`src/rtl/vector_reflection_unit_core_defines.svh`:
```
// ----------------------------------------------------------------------------
// Assertion macros for the vector reflection unit
// Shared property wrappers used by the core's checks.
// ----------------------------------------------------------------------------
`ifndef VECTOR_REFLECTION_UNIT_CORE_DEFINES_SVH
`define VECTOR_REFLECTION_UNIT_CORE_DEFINES_SVH

// Same-cycle implication, disabled during reset.
`define VRU_ASSERT_NOW(lbl, clk, rst_n, ante, cons) \
	lbl: assert property (@(posedge clk) disable iff (!rst_n) (ante) |-> (cons)) \
		else $error("vru same-cycle check failed");

// Next-cycle implication, disabled during reset.
`define VRU_ASSERT_NEXT(lbl, clk, rst_n, ante, cons) \
	lbl: assert property (@(posedge clk) disable iff (!rst_n) (ante) |=> (cons)) \
		else $error("vru next-cycle check failed");

`endif

```
`src/rtl/vru_pkg.sv`:
```
// ----------------------------------------------------------------------------
// Vector reflection unit package
// Stage counts, widths and the data carried by the square root and divider
// cells.
// ----------------------------------------------------------------------------
package vru_pkg;

	// Fraction bits of a unit component (Q1.30).
	localparam int UNIT_FRAC   = 30;
	// One result bit per square root cell, one quotient bit per divider cell.
	localparam int SQRT_STEPS  = 32;
	localparam int DIV_STEPS   = 31;
	// Total pipeline depth, input register to output register.
	localparam int N_STAGES    = 5 + SQRT_STEPS + 1 + DIV_STEPS + 7;

	// Data handed from one square root cell to the next.
	typedef struct packed {
		logic [63:0] rad;
		logic [35:0] rem;
		logic [31:0] root;
	} sqrt_step_t;

	// Data handed from one divider cell to the next.
	typedef struct packed {
		logic [31:0] rem;
		logic [30:0] num;
		logic [30:0] quo;
		logic [31:0] den;
	} div_step_t;

	// Sideband that travels alongside the square root chain.
	typedef struct packed {
		logic [1:0][2:0][31:0] smag;
		logic [1:0][2:0]       neg;
		logic [1:0]            zero;
	} sq_side_t;

	// Sideband that travels alongside the divider chain.
	typedef struct packed {
		logic [1:0][2:0] neg;
		logic [1:0]      zero;
	} dv_side_t;

endpackage

```
`src/rtl/vru_sqrt_cell.sv`:
```
// ----------------------------------------------------------------------------
// Square root cell
// Produces one bit of an integer square root per cycle while en is high and hands the partial
// result to the next cell.
// ----------------------------------------------------------------------------
module vru_sqrt_cell import vru_pkg::*; (
	input  logic       clk,
	input  logic       en,
	input  sqrt_step_t d,
	output sqrt_step_t q
);

	logic [35:0] rsh;
	logic [35:0] trial;
	logic        ge;

	// Bring down the next two radicand bits and try the next root bit.
	always_comb begin
		rsh   = {d.rem[33:0], d.rad[63:62]};
		trial = {2'b00, d.root, 2'b01};
		ge    = (rsh >= trial);
	end

	always_ff @(posedge clk) begin
		if (en) begin
			q.rad  <= {d.rad[61:0], 2'b00};
			q.rem  <= ge ? (rsh - trial) : rsh;
			q.root <= {d.root[30:0], ge};
		end
	end

endmodule

```
`config.mk`:
```
export PLATFORM = sky130hd
export DESIGN_NAME = vru_sqrt_cell
export DESIGN_NICKNAME = d
export VERILOG_FILES = /design/src/rtl/vector_reflection_unit_core_defines.svh /design/src/rtl/vru_pkg.sv /design/src/rtl/vru_sqrt_cell.sv
export SDC_FILE = /design/constraint.sdc
export NUM_CORES = 1
export LEC_CHECK = 0
export BUFFER_PORTS_ARGS = -buffer_cell sky130_fd_sc_hd__clkbuf_2
export CELL_PAD_IN_SITES_DETAIL_PLACEMENT = 1
export CELL_PAD_IN_SITES_GLOBAL_PLACEMENT = 2
export CORE_MARGIN = 2
export CORE_UTILIZATION = 27
export DETAILED_ROUTE_END_ITERATION = 10
export PLACE_DENSITY = 0.81
export SYNTH_ARGS = -nofsm -noshare
export SYNTH_HDL_FRONTEND = slang
export SYNTH_SLANG_ARGS = --single-unit
```
`constraint.sdc`:
```
create_clock -name clk -period 2.9 [get_ports clk]
set_input_delay 0.435 -clock clk [delete_from_list [all_inputs] [get_ports clk]]
set_output_delay 0.435 -clock clk [all_outputs]
set_load 0.02 [all_outputs]
```
==> impl_metrics.tcl <==
set metrics [dict create \
    wire_per_inst_um 17.0 \
    p_sw_uw 1810 \
    hp-class "in2reg" \
    post_dp_cell_area_mm2 0.00883 \
    cts_hold_buf 0 \
    synth_top_family_by_area "compound AO/OA/AOI/OAI gates" \
    route.vias.total 5502 \
    grt_start_max_net_pins 62 \
    min_period_ns 2.77 \
    synth_compound_area_share_pct 13.0 \
    sequentialPowerShare_pct 40.5 \
    yosysWarnings 0 \
    fin_nets 1044 \
    path_clk_slew_ns 0.07 \
    die_w_um 160 \
    reg.largest.list "q: 130 flops" \
    critical_path_class "in2reg" \
    synth_edf_count 130 \
    arrival_ns 2.92 \
    crit_path_start_kind "input port" \
    n_antenna_cell 0 \
    worst_pin_slew_ns 0.610 \
    synthCells 527 \
    ant_nets 0 \
    power.leakage_uw 0.00425 \
    synth.area.mux_share_pct 2.07 \
    htreeDepth 4 \
    comb_power_share_pct 23.7 \
    largest_register_ff_count 130 \
    timing.final.crit_share_pct 95.4 \
    internal_power_uw 4010 \
    ys_seq_area_share_pct 59.8 \
    numCtsBuffers 17 \
    ys.flop_type "edfxtp_1" \
    via_per_inst 4.55 \
    core_area_mm2 0.0236 \
    p_clk_share_pct 35.8 \
    finalInstanceArea_mm2 0.00941 \
    synth.top_cell.area_share_pct 59.8 \
    clk_path_buf_depth 2 \
    die_area_mm2 0.0254 \
    grt_overflow_total 0 \
    cts_root_buffer "clkbuf_16" \
    synth_xor_area_share_pct 4.43 \
    relSlewSlack_pct 59.3 \
    utilization_pct 39.8 \
    syn_to_final_growth_pct 44.1 \
    yosysTopAreaCell "edfxtp_1" \
    synth_common_cells "edfxtp_1 (130), a21oi_1 (47), inv_1 (40), nor2_1 (35), ha_1 (34)" \
    swShare_pct 31.1 \
    setup_viol 0 \
    crit_chain "clkbuf_2, inv_1, ha_1, a21oi_1, o21ai_0, a2111oi_4, nand4_1, a311oi_2, o21ai_1, mux2_1" \
    dp.cells 1176 \
    std_cell_rows 56 \
    cp_data_required_time_ns 3.06 \
    yosys.area_share.simple_pct 9.60 \
    synth_fa_ha_area_share_pct 6.51 \
    powerDensity_mw_per_mm2 619 \
    cpPeakStageDelay_ns 0.42 \
    drc 0 \
    synth-seq-cells 130 \
    io_buffers 261 \
    drt_first_pass_iters 4 \
    grt_pass1_vias 5845 \
    initial_core_util_pct 27.7 \
    dp_hpwl_um 16300 \
    vdd_drop_max_mv 0.293 \
    wl_um 20600 \
    die_h_um 160 \
    ys_types 60 \
    status "completed" \
    largest_register "q" \
    synth_area_mm2 0.00653 \
    cpMaxStageDelayCell "a2111oi_4" \
    path_buf_inv 2 \
    drt_iter0_markers 243 \
    critPathMaxFanout 3 \
    tritoncts "yes" \
    end_kind "flip-flop" \
    max_freq_mhz 361 \
    ioPinCount 266 \
    netlist_top_cells_area "edfxtp_1 (60%), ha_1 (6.5%), a21oi_1 (3.6%)" \
    avgSynthCellArea_um2 12.4 \
    layout-drive-gt1-share_pct 46.7 \
    synth.most_common_cell "edfxtp_1" \
    path_delay_family "compound AO/OA/AOI/OAI gates" \
    grt_pass1_wl_um 32300 \
    clkSinkCount 130 \
    maxCapViolations 0 \
    synthArstFlopShare_pct 0 \
    rsz0062_at_grt "false" \
    gp_congestion 0.812 \
    hold_viol 0 \
    setup-tns-final_ns 0 \
    track_usage_pct 16.3 \
    antenna_found_initial 1 \
    final_cells 1208 \
    finalMaxSlewViolations 0 \
]
==> cell families (layout without fill, tap and decap cells) <==
group,after synthesis,in the layout
flip-flops,130,130
AO/OA/AOI/OAI,128,128
AND/OR/NAND/NOR,124,124
buffers and inverters,65,426
adder cells (fa/ha/maj),34,34
XOR/XNOR,33,33
multiplexers,12,12
other,1,2
==> cells in the final DEF (no fill, tap or decap), types with 4 or more instances in the layout <==
| master | Yosys | final |
|---|---|---|
| clkbuf_2 | 2 | 260 |
| edfxtp_1 | 130 | 130 |
| buf_4 | 3 | 90 |
| a21oi_1 | 47 | 47 |
| inv_1 | 40 | 40 |
| nor2_1 | 35 | 35 |
| ha_1 | 34 | 34 |
| nand2_1 | 31 | 31 |
| o21ai_0 | 23 | 23 |
| xnor2_1 | 18 | 18 |
| clkbuf_16 | 0 | 17 |
| xor2_1 | 15 | 15 |
| a21oi_2 | 12 | 12 |
| nand4_1 | 10 | 10 |
| nand3_1 | 10 | 10 |
| nor3_1 | 9 | 8 |
| nor2b_1 | 7 | 7 |
| a21o_1 | 6 | 6 |
| and3_1 | 6 | 6 |
| o21bai_1 | 6 | 6 |
| mux2_1 | 6 | 6 |
| mux2_2 | 6 | 6 |
| inv_8 | 0 | 5 |
| o21a_1 | 4 | 4 |
| o211ai_1 | 4 | 4 |
| nand2b_1 | 4 | 4 |
==> repair_timing <==
action | 4_1_cts | 5_1_grt
setup endpoints to repair | 0 | 1
endpoints found under the hold margin | 0 | 0
gates resized for setup | 0 | 1
setup buffers | 0 | 0
==> power by group through the flow <==
stage | Sequential [µW] | Clock, µW | Combinational (µW)
after global routing | 2380 | 2240 | 1510
after floorplan | 2660 | 0 | 518
after global placement | 2400 | 0 | 1370
after detailed placement | 2400 | 0 | 1390
final | 2360 | 2090 | 1380
after CTS | 2360 | 2160 | 1400
==> metrics by stage <==
step / hold slack (ns) / worst slack, ns / total power [µW]
3_5_place_dp: 0.614 / -0.276 / 3790
3_3_place_gp: 0.612 / -0.241 / 3760
5_1_grt: 0.164 / 0.0255 / 6130
6_report: 0.190 / 0.133 / 5830
4_1_cts: 0.169 / 0.154 / 5930
2_1_floorplan: 0.534 / 0.170 / 3180
==> metal layers <==
metal / global-route usage (%) / wire length [µm] / vias to the layer above
met5: 0 / 12 / -
met4: 3.80 / 193 / 2
met3: 4.92 / 1410 / 12
met2: 28.9 / 10400 / 181
met1: 19.3 / 8570 / 2654
li1: - / - / 2653
==> final timing paths <==
check,from,to,slack [ns],cells past startpoint
worst max-delay path,d[10],q[67],0.13,10
worst min-delay path,d[72],q[74],0.19,1
==> final cells by class <==
cell class	count	area, µm²
Tap cell	319	399
Clock inverter	15	145
Clock buffer	17	425
Multi-Input combinational cell	333	2340
Inverter	40	150
Timing Repair Buffer	354	2050
Fill cell	2701	14200
Sequential cell	130	3900
No activity file was read; power rests on OpenSTA's default activity.
