File: config.mk
export PLATFORM = sky130hd
export DESIGN_NAME = vru_div_cell
export DESIGN_NICKNAME = d
export VERILOG_FILES = /design/src/rtl/vector_reflection_unit_core_defines.svh /design/src/rtl/vru_pkg.sv /design/src/rtl/vru_div_cell.sv
export SDC_FILE = /design/constraint.sdc
export NUM_CORES = 1
export LEC_CHECK = 0
export BUFFER_PORTS_ARGS = -buffer_cell sky130_fd_sc_hd__buf_2
export CORE_UTILIZATION = 42
export DETAILED_ROUTE_END_ITERATION = 10
export HOLD_SLACK_MARGIN = 0.1
export PLACE_DENSITY = 0.71
export SYNTH_ARGS = -nofsm -noshare
export SYNTH_HDL_FRONTEND = slang
export SYNTH_SLANG_ARGS = --single-unit
File: constraint.sdc
create_clock -name clk -period 4.3 [get_ports clk]
set_input_delay 0.43 -clock clk [delete_from_list [all_inputs] [get_ports clk]]
set_output_delay 0.43 -clock clk [all_outputs]
set_load 0.005 [all_outputs]
File: src/rtl/vector_reflection_unit_core_defines.svh
// ----------------------------------------------------------------------------
// Assertion macros for the vector reflection unit
// Shared property wrappers used by the core's checks.
// ----------------------------------------------------------------------------
`ifndef VECTOR_REFLECTION_UNIT_CORE_DEFINES_SVH
`define VECTOR_REFLECTION_UNIT_CORE_DEFINES_SVH

// Same-cycle implication, disabled during reset.
`define VRU_ASSERT_NOW(lbl, clk, rst_n, ante, cons) \
	lbl: assert property (@(posedge clk) disable iff (!rst_n) (ante) |-> (cons)) \
		else $error("vru same-cycle check failed");

// Next-cycle implication, disabled during reset.
`define VRU_ASSERT_NEXT(lbl, clk, rst_n, ante, cons) \
	lbl: assert property (@(posedge clk) disable iff (!rst_n) (ante) |=> (cons)) \
		else $error("vru next-cycle check failed");

`endif

File: src/rtl/vru_pkg.sv
// ----------------------------------------------------------------------------
// Vector reflection unit package
// Stage counts, widths and the data carried by the square root and divider
// cells.
// ----------------------------------------------------------------------------
package vru_pkg;

	// Fraction bits of a unit component (Q1.30).
	localparam int UNIT_FRAC   = 30;
	// One result bit per square root cell, one quotient bit per divider cell.
	localparam int SQRT_STEPS  = 32;
	localparam int DIV_STEPS   = 31;
	// Total pipeline depth, input register to output register.
	localparam int N_STAGES    = 5 + SQRT_STEPS + 1 + DIV_STEPS + 7;

	// Data handed from one square root cell to the next.
	typedef struct packed {
		logic [63:0] rad;
		logic [35:0] rem;
		logic [31:0] root;
	} sqrt_step_t;

	// Data handed from one divider cell to the next.
	typedef struct packed {
		logic [31:0] rem;
		logic [30:0] num;
		logic [30:0] quo;
		logic [31:0] den;
	} div_step_t;

	// Sideband that travels alongside the square root chain.
	typedef struct packed {
		logic [1:0][2:0][31:0] smag;
		logic [1:0][2:0]       neg;
		logic [1:0]            zero;
	} sq_side_t;

	// Sideband that travels alongside the divider chain.
	typedef struct packed {
		logic [1:0][2:0] neg;
		logic [1:0]      zero;
	} dv_side_t;

endpackage

File: src/rtl/vru_div_cell.sv
// ----------------------------------------------------------------------------
// Divider cell
// Produces one quotient bit of a restoring division per cycle while en is high and hands the
// partial remainder to the next cell.
// ----------------------------------------------------------------------------
module vru_div_cell import vru_pkg::*; (
	input  logic      clk,
	input  logic      en,
	input  div_step_t d,
	output div_step_t q
);

	logic [32:0] rsh;
	logic [32:0] diff;
	logic        ge;

	// Shift in the next dividend bit and subtract the divisor if it fits.
	always_comb begin
		rsh  = {d.rem, d.num[30]};
		diff = rsh - {1'b0, d.den};
		ge   = (rsh >= {1'b0, d.den});
	end

	always_ff @(posedge clk) begin
		if (en) begin
			q.rem <= ge ? diff[31:0] : rsh[31:0];
			q.num <= {d.num[29:0], 1'b0};
			q.quo <= {d.quo[29:0], ge};
			q.den <= d.den;
		end
	end

endmodule

==> reports/summary.log, run 1 <==
INFO  status         outcome=finished, final reports clean
INFO  layout         multi_input_area=2050squm
INFO  power_and_ir_drop power.switching=0.000911W
INFO  timing         achievable-frequency=0.312GHz
INFO  power_and_ir_drop p_clk_share=39.4%
INFO  layout         area_growth=32.4%
INFO  placed_design  io_buffers=251
INFO  die            chipHeight=122um
INFO  power_and_ir_drop power.share.sequential=43.0%
INFO  timing         final.setup.worst_slack=1.09ns
INFO  timing         fraction_of_the_cycle_the_final_worst_path_needs=74.6%
INFO  layout         fillCellCount=1202
INFO  setup_path     crit_type=input port to flop
INFO  logic_synthesis yosysWarnings=0
INFO  global_route   grt_max_degree=74
INFO  logic_synthesis synth_compound_gate_area_share=12.0%
INFO  global_route   grt_first_pass_wirelength=23200um
INFO  logic_synthesis synth.ff_latch_count=125
INFO  logic_synthesis synth.distinct_cells=50
INFO  logic_synthesis post_synth_inst_count=486
INFO  cts            cts_htree_levels=4
INFO  logic_synthesis synth_fp_nets=647
INFO  route          met1Wirelength=6040um
INFO  setup_path     launching_element_type_of_the_critical_path=input port
INFO  global_route   number_of_antenna_violations_at_the_first_check_in_global_routing=0
INFO  power_and_ir_drop power_leakage=3.63nW
INFO  die            floorplan.initialDensity=43.6%
INFO  logic_synthesis share_of_async_settable_or_async_resettable_flops_after_synthesis=0%
INFO  logic_synthesis synth.area.mux_share=2.30%
INFO  layout         largest-register=q
INFO  timing         slew_headroom=35.4%
INFO  timing         period_needed=3.21ns
INFO  layout         post_route_cells_drive_above_1_share=39.7%
INFO  cts            buffer_cell_driving_the_clock_tree_root=sky130_fd_sc_hd__clkbuf_16
INFO  layout         largest_reg_flops=125
INFO  setup_path     timing.critical_path.arrival=3.37ns
INFO  placed_design  replace_congestion=0.831
INFO  route          highest-signal-layer=met4
INFO  route          drtIter0Drc=252
INFO  timing         grt_setup_unrepaired=false
INFO  cts            hold_buffers=0
INFO  route          met2RoutedLength=8090um
INFO  layout         insertedDiodeCount=0
INFO  die            io_pins=254
INFO  flow_run       cap_violations=0
INFO  placed_design  dp_hpwl=12100um
INFO  global_route   global_route.usage.total=21.2%
INFO  setup_path     worst_ep_required_time=4.47ns
INFO  timing         sum_of_negative_setup_slack=0ns
INFO  cts            numCtsBuffers=17
INFO  layout         seq_area=3750squm
INFO  power_and_ir_drop powerDensity=439nW/um^2
INFO  logic_synthesis synth_seq_area_share=61.6%
INFO  logic_synthesis synthSimpleGateAreaFrac=8.58%
INFO  route          drt-vias-per-instance=5.02
INFO  cts            clockBufferDepth=2
INFO  timing         finalMaxSlewViolations=0
INFO  route          route.final.wire_length=15800um
INFO  die            core_area=14000squm
INFO  logic_synthesis synthFlopType=sky130_fd_sc_hd__edfxtp_1
INFO  setup_path     crit_path_max_fanout=43
INFO  logic_synthesis synth.cell_area=6090squm
INFO  logic_synthesis synthesis.area_per_instance=12.5squm
INFO  cts            post_cts.resized_instances=0
INFO  route          met3RoutedLength=1360um
INFO  die            placement_rows=43
INFO  worst_hold_path hold_path.class=input port to flop
INFO  cts            clock_sinks=125
INFO  route          firstDrtPassIters=5
INFO  timing         report.final.hold_viol_count=0
INFO  cts            cts_tree=yes
INFO  die            fp.dieArea=15000squm
INFO  logic_synthesis yosys.area_share.adder=6.90%
INFO  cts            cts.clk_slew.worst_paths=0.06ns
INFO  route          dr_total_vias=4695
INFO  global_route   grt_overflow=0
INFO  layout         final_common_cell=sky130_fd_sc_hd__buf_2
INFO  layout         most-common-layout-cells=sky130_fd_sc_hd__buf_2 (250), sky130_fd_sc_hd__edfxtp_1 (125), sky130_fd_sc_hd__a21oi_1 (54)
INFO  die            x_dimension_of_the_die=122um
INFO  power_and_ir_drop power.internal=0.00263W
INFO  layout         postLayoutCoreUtil=57.7%
INFO  logic_synthesis synth_top_family_by_area=compound AO/OA/AOI/OAI gates
INFO  setup_path     cp-end-kind=flop
INFO  global_route   vias_in_the_first_global_route=4523
INFO  route          detail_route.drc_violations=0
INFO  power_and_ir_drop p_sw_share=25.7%
INFO  timing         final-setup-viol-count=0
INFO  route          route.antenna.remaining_nets=0
INFO  layout         layout_top_registers=q x125
INFO  placed_design  pre_cts_ws=0.722ns
INFO  cts            post_cts_setup_buffer_count=0
INFO  logic_synthesis synth_xor_area_share=3.74%
INFO  timing         worst_pin_slew=0.969ns
INFO  layout         final_nets=904
INFO  power_and_ir_drop share_comb_of_total_power=17.5%
INFO  power_and_ir_drop ir_worst_vdd=0.245mV
INFO  route          routedWlPerCell=16.9um
INFO  logic_synthesis synth_edf_count=125
INFO  timing         worst_hold_slack=0.186ns
==> layer usage <==
metal / up-vias / track usage, %
met2: 176 / 37.5
met4: 0 / 8.99
met3: 22 / 6.78
met5: - / 0
li1: 2309 / -
met1: 2188 / 23.1
==> power groups by stage <==
stage                     logic, W  registers, W  clock network (W)
after floorplan           0.000324       0.00157                  0
after global placement    0.000610       0.00154                  0
after detailed placement  0.000623       0.00155                  0
after CTS                 0.000629       0.00152            0.00142
after global routing      0.000691       0.00153            0.00146
final                     0.000621       0.00152            0.00139
==> cell families after synthesis <==
family / Yosys count
AO/OA/AOI/OAI: 120
XOR/XNOR: 26
adder cells (fa/ha/maj): 33
buffers and inverters: 64
flip-flops: 125
multiplexers: 10
other: 1
AND/OR/NAND/NOR: 107
==> metrics by stage <==
step / area, sq um / total power [W] / cells
after floorplan: 6090 / 0.00189 / 486
after global placement: 7500 / 0.00215 / 904
after detailed placement: 7500 / 0.00217 / 904
after CTS: 8070 / 0.00357 / 935
after global routing: 8070 / 0.00369 / 935
final: 8070 / 0.00354 / 935
==> Yosys cell counts (3+ instances only) <==
cell type | n | area share, %
sky130_fd_sc_hd__o31ai_1 | 7 | 0.86
sky130_fd_sc_hd__and2_1 | 3 | 0.31
sky130_fd_sc_hd__nor2_1 | 37 | 2.3
sky130_fd_sc_hd__clkbuf_1 | 6 | 0.37
sky130_fd_sc_hd__a21o_1 | 8 | 0.99
sky130_fd_sc_hd__nand3_1 | 8 | 0.66
sky130_fd_sc_hd__xnor2_1 | 16 | 2.3
sky130_fd_sc_hd__a21oi_1 | 54 | 4.4
sky130_fd_sc_hd__o21a_1 | 6 | 0.74
sky130_fd_sc_hd__o21bai_1 | 5 | 0.62
sky130_fd_sc_hd__inv_1 | 46 | 2.8
sky130_fd_sc_hd__nand4_1 | 8 | 0.82
sky130_fd_sc_hd__o21ai_1 | 4 | 0.33
sky130_fd_sc_hd__buf_6 | 5 | 0.92
sky130_fd_sc_hd__a211oi_1 | 3 | 0.37
sky130_fd_sc_hd__edfxtp_1 | 125 | 62
sky130_fd_sc_hd__buf_2 | 5 | 0.41
sky130_fd_sc_hd__nand2_1 | 24 | 1.5
sky130_fd_sc_hd__nand2b_1 | 7 | 0.72
sky130_fd_sc_hd__nor3_1 | 3 | 0.25
sky130_fd_sc_hd__ha_1 | 32 | 6.6
sky130_fd_sc_hd__mux2_4 | 8 | 2.0
sky130_fd_sc_hd__a2111oi_0 | 3 | 0.43
sky130_fd_sc_hd__o21ai_0 | 17 | 1.4
sky130_fd_sc_hd__xor2_1 | 10 | 1.4
==> final timing paths <==
kind / startpoint / to / slack (ns) / cells past startpoint
min: d[64] / q[65]$_DFFE_PP_ / 0.19 / 1
max: d[23] / q[104]$_DFFE_PP_ / 1.09 / 10
==> worst max-delay path, stage by stage <==
cell                      delay, ns
sky130_fd_sc_hd__buf_2         0.09
sky130_fd_sc_hd__inv_1         0.04
sky130_fd_sc_hd__ha_1          0.40
sky130_fd_sc_hd__and3_1        0.32
sky130_fd_sc_hd__nand4_1       0.20
sky130_fd_sc_hd__nor4b_1       0.46
sky130_fd_sc_hd__a21o_1        0.22
sky130_fd_sc_hd__o21a_2        0.79
sky130_fd_sc_hd__buf_4         0.34
sky130_fd_sc_hd__a21oi_1       0.08
==> final cells by class <==
class                   count  area share (%)
multi-input cells         297            25.4
flip-flops and latches    125            46.5
clock inverters            14            1.80
well taps                 180            2.79
clock buffers              17            5.27
repair buffers            256            16.1
inverters                  46            2.14
Power figures use the tool's default switching activity.
==> run 2: changes to the inputs <==
--- a/config.mk
+++ b/config.mk
@@ -5,11 +5,12 @@
 export SDC_FILE = /design/constraint.sdc
 export NUM_CORES = 1
 export LEC_CHECK = 0
+export ABC_AREA = 1
 export BUFFER_PORTS_ARGS = -buffer_cell sky130_fd_sc_hd__buf_2
 export CORE_UTILIZATION = 42
 export DETAILED_ROUTE_END_ITERATION = 10
 export HOLD_SLACK_MARGIN = 0.1
-export PLACE_DENSITY = 0.71
+export PLACE_DENSITY = 0.72
 export SYNTH_ARGS = -nofsm -noshare
 export SYNTH_HDL_FRONTEND = slang
 export SYNTH_SLANG_ARGS = --single-unit
==> constraint.sdc (replaced) <==
create_clock -name clk -period 2.9 [get_ports clk]
set_input_delay 0.29 -clock clk [delete_from_list [all_inputs] [get_ports clk]]
set_output_delay 0.29 -clock clk [all_outputs]
set_load 0.005 [all_outputs]
==> reports/summary.log, run 2 <==
INFO  timing         report.final.hold_viol_count=0 [unchanged]
INFO  cts            cts.clk_slew.worst_paths=0.07ns [about the same]
INFO  die            x_dimension_of_the_die=131um [+6.8%]
INFO  layout         fillCellCount=1407 [+17%]
INFO  power_and_ir_drop ir_worst_vdd=0.389mV [+59%]
INFO  setup_path     timing.critical_path.arrival=2.90ns [-0.47 ns]
INFO  logic_synthesis synthDominantCellAreaShare=53.9% [-7.7 points]
INFO  cts            clockBufferDepth=2 [unchanged]
INFO  logic_synthesis synth_fp_nets=940 [+45%]
INFO  timing         final.setup.worst_slack=0.284ns [-0.809 ns]
INFO  global_route   grt_first_pass_wirelength=31700um [+37%]
INFO  power_and_ir_drop power_leakage=5.09nW [+40%]
INFO  logic_synthesis post_synth_most_frequent_cells=sky130_fd_sc_hd__nand2_1 (276), sky130_fd_sc_hd__inv_1 (149), sky130_fd_sc_hd__edfxtp_1 (125)
INFO  logic_synthesis synth.most_common_cell=sky130_fd_sc_hd__nand2_1
INFO  route          route.antenna.remaining_nets=0 [unchanged]
INFO  power_and_ir_drop powerDensity=547nW/um^2 [+25%]
INFO  logic_synthesis synthFlopType=sky130_fd_sc_hd__edfxtp_1
INFO  cts            cts_htree_levels=4 [unchanged]
INFO  logic_synthesis share_of_async_settable_or_async_resettable_flops_after_synthesis=0% [unchanged]
INFO  placed_design  dp_area=8470squm [+13%]
INFO  logic_synthesis synth.ff_latch_count=125 [unchanged]
INFO  logic_synthesis synth_edf_count=125 [unchanged]
INFO  layout         most-common-layout-cells=sky130_fd_sc_hd__nand2_1 (276), sky130_fd_sc_hd__buf_2 (250), sky130_fd_sc_hd__inv_1 (149)
INFO  die            io_pins=254 [unchanged]
INFO  worst_hold_path hold_path.class=input port to flop
INFO  placed_design  dp_hpwl=14800um [+22%]
INFO  cts            numCtsBuffers=17 [unchanged]
INFO  logic_synthesis synth_largest_area_cell=sky130_fd_sc_hd__edfxtp_1
INFO  placed_design  io_buffers=251 [unchanged]
INFO  route          routedWlPerCell=15.8um [-6.4%]
INFO  logic_synthesis yosysWarnings=0 [unchanged]
INFO  timing         worst_pin_slew=0.939ns [-0.0304 ns]
INFO  global_route   grt_overflow=0 [unchanged]
INFO  die            placement_rows=46 [+7.0%]
INFO  placed_design  replace_congestion=0.868 [+4.4%]
INFO  route          drt-vias-per-instance=4.63 [-7.8%]
INFO  global_route   global_route.usage.total=25.1% [+3.9 points]
INFO  logic_synthesis synth.distinct_cells=31 [-38%]
INFO  die            floorplan.initialDensity=43.3% [-0.21 points]
INFO  timing         final-setup-viol-count=0 [unchanged]
INFO  status         outcome=finished, final reports clean
INFO  cts            buffer_cell_driving_the_clock_tree_root=sky130_fd_sc_hd__clkbuf_16
INFO  layout         final_nets=1303 [+44%]
INFO  timing         grt_setup_unrepaired=false
INFO  die            chipHeight=131um [+6.8%]
INFO  layout         area_growth=43.7%
INFO  route          firstDrtPassIters=5 [unchanged]
INFO  timing         slew_headroom=37.3% [+2.0 points]
INFO  setup_path     crit_type=input port to flop
INFO  global_route   groute.layer.met2.usage=44.6% [+7.1 points]
INFO  cts            cts_tree=yes
INFO  die            core_area=16100squm [+15%]
INFO  logic_synthesis synthesis.area_per_instance=8.93squm [-29%]
INFO  placed_design  pre_cts_ws=-0.00947ns [-0.732 ns]
INFO  setup_path     timing.critical_path.from=d[1]
INFO  route          drtIter0Drc=323 [+28%]
INFO  layout         post_route_cells_drive_above_1_share=28.3% [-11 points]
INFO  timing         fraction_of_the_cycle_the_final_worst_path_needs=90.2%
INFO  global_route   number_of_antenna_violations_at_the_first_check_in_global_routing=4 [+4]
INFO  logic_synthesis ys_top_cells_by_area=sky130_fd_sc_hd__edfxtp_1 (54%), sky130_fd_sc_hd__nand2_1 (15%), sky130_fd_sc_hd__inv_1 (8.0%)
INFO  setup_path     launching_element_type_of_the_critical_path=input port
INFO  worst_hold_path hold_path_end=q[113]$_DFFE_PP_
INFO  worst_hold_path hold_depth=3 [+2]
INFO  setup_path     cp-end-kind=flop
INFO  timing         finalMaxSlewViolations=0 [unchanged]
INFO  setup_path     crit_path_max_fanout=15 [-65%]
INFO  cts            clock_sinks=125 [unchanged]
INFO  setup_path     worst_ep_required_time=3.18ns [-1.29 ns]
INFO  logic_synthesis synth_seq_area_share=53.9% [-7.7 points]
INFO  worst_hold_path min-delay-start=d[112]
INFO  layout         layout_top_registers=q x125
INFO  layout         final_common_cell=sky130_fd_sc_hd__nand2_1
INFO  layout         final_area=10000squm [+24%]
INFO  layout         largest_reg_flops=125 [unchanged]
INFO  global_route   globalRouteMet3Util=5.54% [-1.2 points]
INFO  global_route   grt_max_degree=68 [-8.1%]
INFO  logic_synthesis synth.cell_area=6960squm [+14%]
INFO  global_route   global_route.peak_usage_layer=met2
INFO  timing         achievable-frequency=0.382GHz
INFO  route          dr_total_vias=6360 [+35%]
INFO  route          route.final.wire_length=21700um [+37%]
INFO  global_route   grt_util_met1=29.7% [+6.6 points]
INFO  route          detail_route.drc_violations=0 [unchanged]
INFO  flow_run       cap_violations=0 [unchanged]
INFO  logic_synthesis post_synth_inst_count=779 [+60%]
INFO  global_route   vias_in_the_first_global_route=6063 [+34%]
INFO  die            fp.dieArea=17100squm [+14%]
INFO  layout         largest-register=q
INFO  timing         period_needed=2.62ns
## run 2: area by class of cell
| type | instances | area [sq um] | area share (%) |
|---|---|---|---|
| multi-input combinational | 492 | 2550 | 25.5 |
| timing repair buffer | 354 | 2280 | 22.8 |
| clock buffer | 18 | 429 | 4.29 |
| antenna | 2 | 5.00 | 0.0501 |
| sequential | 125 | 3750 | 37.5 |
| inverter | 152 | 571 | 5.71 |
| clock inverter | 14 | 138 | 1.38 |
| tap | 216 | 270 | 2.70 |
## run 2: how the worst max path moves through the flow
stage / to / slack [ns] / depth (start not counted)
global route: q[118]$_DFFE_PP_ / 0.09 / 13
CTS: q[107]$_DFFE_PP_ / 0.02 / 14
floorplan: q[110]$_DFFE_PP_ / 1.01 / 13
finish: q[96]$_DFFE_PP_ / 0.28 / 13
global placement: q[125]$_DFFE_PP_ / 0.0007 / 13
detailed placement: q[95]$_DFFE_PP_ / -0.009 / 13
## run 2: report_power, final
part           internal [W]  switching, W  total (W)
logic              0.000484      0.000636    0.00112
clock network       0.00120      0.000905    0.00210
registers           0.00220     0.0000441    0.00225
## run 2: kinds of logic after synthesis
logic type | Yosys count | synth area share (%)
adders and majority gates | 33 | 6.04
xor gates and xnor gates | 14 | 1.76
AOI/OAI and AO/OA | 24 | 1.76
buffers and inverters | 163 | 9.47
DFF | 125 | 53.9
and+or+nand+nor | 419 | 27.0
other | 1 | 0.0539
## run 2: metal layers
layer	up-vias	routed length [um]
met4	4	456
met2	228	10500
met5	-	27
met1	2888	9210
met3	37	1480
li1	3203	-
## run 2: critical path: stages
cell and delay [ns]:
sky130_fd_sc_hd__dlygate4sd3_1 0.52, sky130_fd_sc_hd__buf_2 0.15, sky130_fd_sc_hd__inv_1 0.05, sky130_fd_sc_hd__ha_1 0.30, sky130_fd_sc_hd__nand2_1 0.12, sky130_fd_sc_hd__nor2_1 0.06
sky130_fd_sc_hd__nand2_1 0.09, sky130_fd_sc_hd__nor2_1 0.04, sky130_fd_sc_hd__nand2_1 0.06, sky130_fd_sc_hd__nand3_1 0.17, sky130_fd_sc_hd__nor2_2 0.78, sky130_fd_sc_hd__nand3_1 0.14
sky130_fd_sc_hd__nand2_1 0.11
## run 2: what timing repair did
| action | 4_1_cts | 5_1_grt |
|---|---|---|
| hold buffers | 92 | 0 |
| setup buffers | 0 | 4 |
| endpoints found under the hold margin | 92 | 0 |
| endpoints found under the setup margin | 0 | 33 |
| gates resized for setup | 0 | 0 |
## run 2: metrics by stage
| step | instances | util, % | setup TNS [ns] | total power, W | hold WS [ns] |
|---|---|---|---|---|---|
| after detailed placement | 1242 | 52.7 | -0.0286 | 0.00327 | 0.468 |
| final | 1373 | 62.3 | 0 | 0.00547 | 0.176 |
| after CTS | 1366 | 62.0 | 0 | 0.00545 | 0.171 |
| after floorplan | 779 | - | 0 | 0.00283 | 0.389 |
| after global routing | 1373 | 62.3 | 0 | 0.00570 | 0.192 |
| after global placement | 1242 | 52.7 | 0 | 0.00326 | 0.467 |
==> run 3: changes to the inputs <==
--- a/config.mk
+++ b/config.mk
@@ -7,10 +7,10 @@
 export LEC_CHECK = 0
 export ABC_AREA = 1
 export BUFFER_PORTS_ARGS = -buffer_cell sky130_fd_sc_hd__buf_2
-export CORE_UTILIZATION = 42
+export CORE_UTILIZATION = 45
 export DETAILED_ROUTE_END_ITERATION = 10
 export HOLD_SLACK_MARGIN = 0.1
-export PLACE_DENSITY = 0.72
+export PLACE_DENSITY = 0.77
 export SYNTH_ARGS = -nofsm -noshare
 export SYNTH_HDL_FRONTEND = slang
 export SYNTH_SLANG_ARGS = --single-unit
==> reports/summary.log, run 3 (synthesis gave the netlist of run 2 again) <==
INFO  status         outcome=finished, final reports clean
INFO  placed_design  pre_cts_ws=-0.00257ns [+0.00689 ns]
INFO  flow_run       cap_violations=0 [unchanged]
INFO  die            core_area=15100squm [-5.7%]
INFO  power_and_ir_drop share_comb_of_total_power=19.5% [-1.0 points]
INFO  route          detail_route.drc_violations=0 [unchanged]
INFO  global_route   grt_first_pass_wirelength=31700um [about the same]
INFO  global_route   grt_overflow=0 [unchanged]
INFO  cts            clock_sinks=125 [unchanged]
INFO  timing         period_needed=2.81ns [+0.198 ns]
INFO  die            io_pins=254 [unchanged]
INFO  die            placement_rows=45 [-2.2%]
INFO  die            floorplan.initialDensity=45.9% [+2.6 points]
INFO  route          route.final.wire_length=21500um [-0.97%]
INFO  route          route.antenna.remaining_nets=0 [unchanged]
INFO  timing         achievable-frequency=0.355GHz [-7.0%]
INFO  layout         largest_reg_flops=125 [unchanged]
INFO  setup_path     worst_ep_required_time=3.18ns [about the same]
INFO  global_route   vias_in_the_first_global_route=6188 [+2.1%]
INFO  cts            post_cts.resized_instances=0 [unchanged]
INFO  die            x_dimension_of_the_die=126um [-3.3%]
INFO  setup_path     cp-end-kind=flop
INFO  placed_design  dp_hpwl=14400um [-2.4%]
INFO  power_and_ir_drop power.internal=0.00414W [+6.6%]
INFO  timing         sum_of_negative_setup_slack=0ns [unchanged]
INFO  global_route   grt_max_degree=77 [+13%]
INFO  placed_design  replace_congestion=0.862 [-0.60%]
INFO  setup_path     timing.critical_path.arrival=3.10ns [+0.20 ns]
INFO  route          drt-vias-per-instance=4.76 [+2.8%]
INFO  timing         report.final.hold_viol_count=0 [unchanged]
INFO  setup_path     path_cells=dlygate4sd3_1 > buf_2 > inv_1 > ha_1 > nand2_1 > nor2_2 > nand2_1 > nor2_2 > nand2_1 > nand3_1 > nor2_2 > nand3_1 > nand2_1
INFO  power_and_ir_drop p_sw_share=27.2% [-1.8 points]
INFO  cts            cts_htree_levels=4 [unchanged]
INFO  route          routedWlPerCell=16.0um [+1.2%]
INFO  layout         largest-register=q
INFO  layout         instances_no_fill=1343 [-2.2%]
INFO  setup_path     launching_element_type_of_the_critical_path=input port
INFO  power_and_ir_drop p_clk_share=40.9% [+2.4 points]
INFO  setup_path     crit_type=input port to flop
INFO  layout         area_growth=43.8%
INFO  cts            cts.clk_slew.worst_paths=0.06ns [about the same]
INFO  power_and_ir_drop power.switching=0.00155W [-2.4%]
INFO  layout         layout_top_registers=q x125
INFO  route          firstDrtPassIters=5 [unchanged]
INFO  placed_design  placed_cells=1213 [-2.3%]
INFO  timing         final-setup-viol-count=0 [unchanged]
INFO  placed_design  io_buffers=251 [unchanged]
INFO  layout         final_common_cell=sky130_fd_sc_hd__nand2_1
INFO  cts            buffer_cell_driving_the_clock_tree_root=sky130_fd_sc_hd__clkbuf_16
INFO  global_route   global_route.usage.total=26.3% [+1.2 points]
INFO  layout         post_route_cells_drive_above_1_share=28.1% [-0.19 points]
INFO  setup_path     crit_path_max_fanout=15 [unchanged]
INFO  layout         most-common-layout-cells=sky130_fd_sc_hd__nand2_1 (276), sky130_fd_sc_hd__buf_2 (250), sky130_fd_sc_hd__inv_1 (149)
INFO  setup_path     crit_buf_inv=3 [unchanged]
INFO  cts            clockBufferDepth=2 [unchanged]
INFO  die            chipHeight=126um [-3.3%]
INFO  setup_path     slowest_delay=0.83ns [+0.05 ns]
INFO  timing         slew_headroom=33.3% [-4.1 points]
INFO  power_and_ir_drop power_leakage=5.11nW [+0.41%]
INFO  timing         finalMaxSlewViolations=0 [unchanged]
INFO  cts            numCtsBuffers=17 [unchanged]
INFO  worst_hold_path hold_path.class=input port to flop
INFO  power_and_ir_drop powerDensity=568nW/um^2 [+3.9%]
INFO  layout         final_nets=1300 [-0.23%]
INFO  power_and_ir_drop power.share.sequential=39.6% [-1.5 points]
INFO  global_route   number_of_antenna_violations_at_the_first_check_in_global_routing=4 [unchanged]
INFO  timing         final.setup.worst_slack=0.0860ns [-0.198 ns]
INFO  timing         fraction_of_the_cycle_the_final_worst_path_needs=97.0% [+6.8 points]
INFO  die            fp.dieArea=16000squm [-6.6%]
INFO  route          dr_total_vias=6397 [+0.58%]
INFO  route          drtIter0Drc=346 [+7.1%]
INFO  power_and_ir_drop ir_worst_vdd=0.414mV [+6.4%]
INFO  setup_path     critical-path-top-delay-family=simple AND/OR/NAND/NOR gates
INFO  setup_path     timing.critical_path.mode_cell=sky130_fd_sc_hd__nand2_1
INFO  setup_path     crit_path_slowest_cell=sky130_fd_sc_hd__nor2_2
INFO  timing         worst_pin_slew=1.00ns [+0.0607 ns]
INFO  cts            cts_tree=yes
==> run 3: routing by layer <==
| layer | wire length [um] | vias up | global-route usage [%] |
|---|---|---|---|
| met2 | 10400 | 248 | 44.8 |
| met1 | 8980 | 2899 | 31.2 |
| met3 | 1470 | 42 | 6.87 |
| met5 | 13 | - | 0 |
| li1 | - | 3206 | - |
| met4 | 672 | 2 | 12.4 |
==> run 3: metrics by stage <==
step           hold slack, ns  instance area (sq um)  total power (W)  utilization [%]
2_1_floorplan           0.389                   6960          0.00283                -
6_report                0.188                  10000          0.00569             66.1
3_5_place_dp            0.468                   8420          0.00326             55.6
3_3_place_gp            0.467                   8420          0.00325             55.6
4_1_cts                 0.102                   9970          0.00567             65.8
5_1_grt                 0.191                  10000          0.00591             66.1
==> run 3: worst paths after layout <==
| path | startpoint | to | cells after the start |
|---|---|---|---|
| setup / recovery | d[14] | q[120]$_DFFE_PP_ | 13 |
| hold / removal | d[105] | q[106]$_DFFE_PP_ | 3 |
==> run 3: area by class of cell <==
type | count | area [sq um]
repair buffers | 351 | 2250
multi-input cells | 492 | 2550
fillers | 1238 | 5140
inverters | 152 | 571
well taps | 188 | 235
flip-flops and latches | 125 | 3750
clock inverters | 14 | 209
clock buffers | 18 | 429
diodes | 3 | 7.51
==> run 3: power groups by stage <==
stage / clock [W] / combinational, W / sequential, W
global route: 0.00242 / 0.00123 / 0.00226
detailed placement: 0 / 0.000985 / 0.00228
CTS: 0.00234 / 0.00109 / 0.00224
global placement: 0 / 0.000974 / 0.00228
floorplan: 0 / 0.000519 / 0.00231
finish: 0.00233 / 0.00111 / 0.00225
==> run 3: what timing repair did <==
action / CTS / global route
endpoints found under the hold margin: 91 / 1
endpoints found under the setup margin: 0 / 33
hold buffers: 91 / 1
buffers inserted: 0 / 2
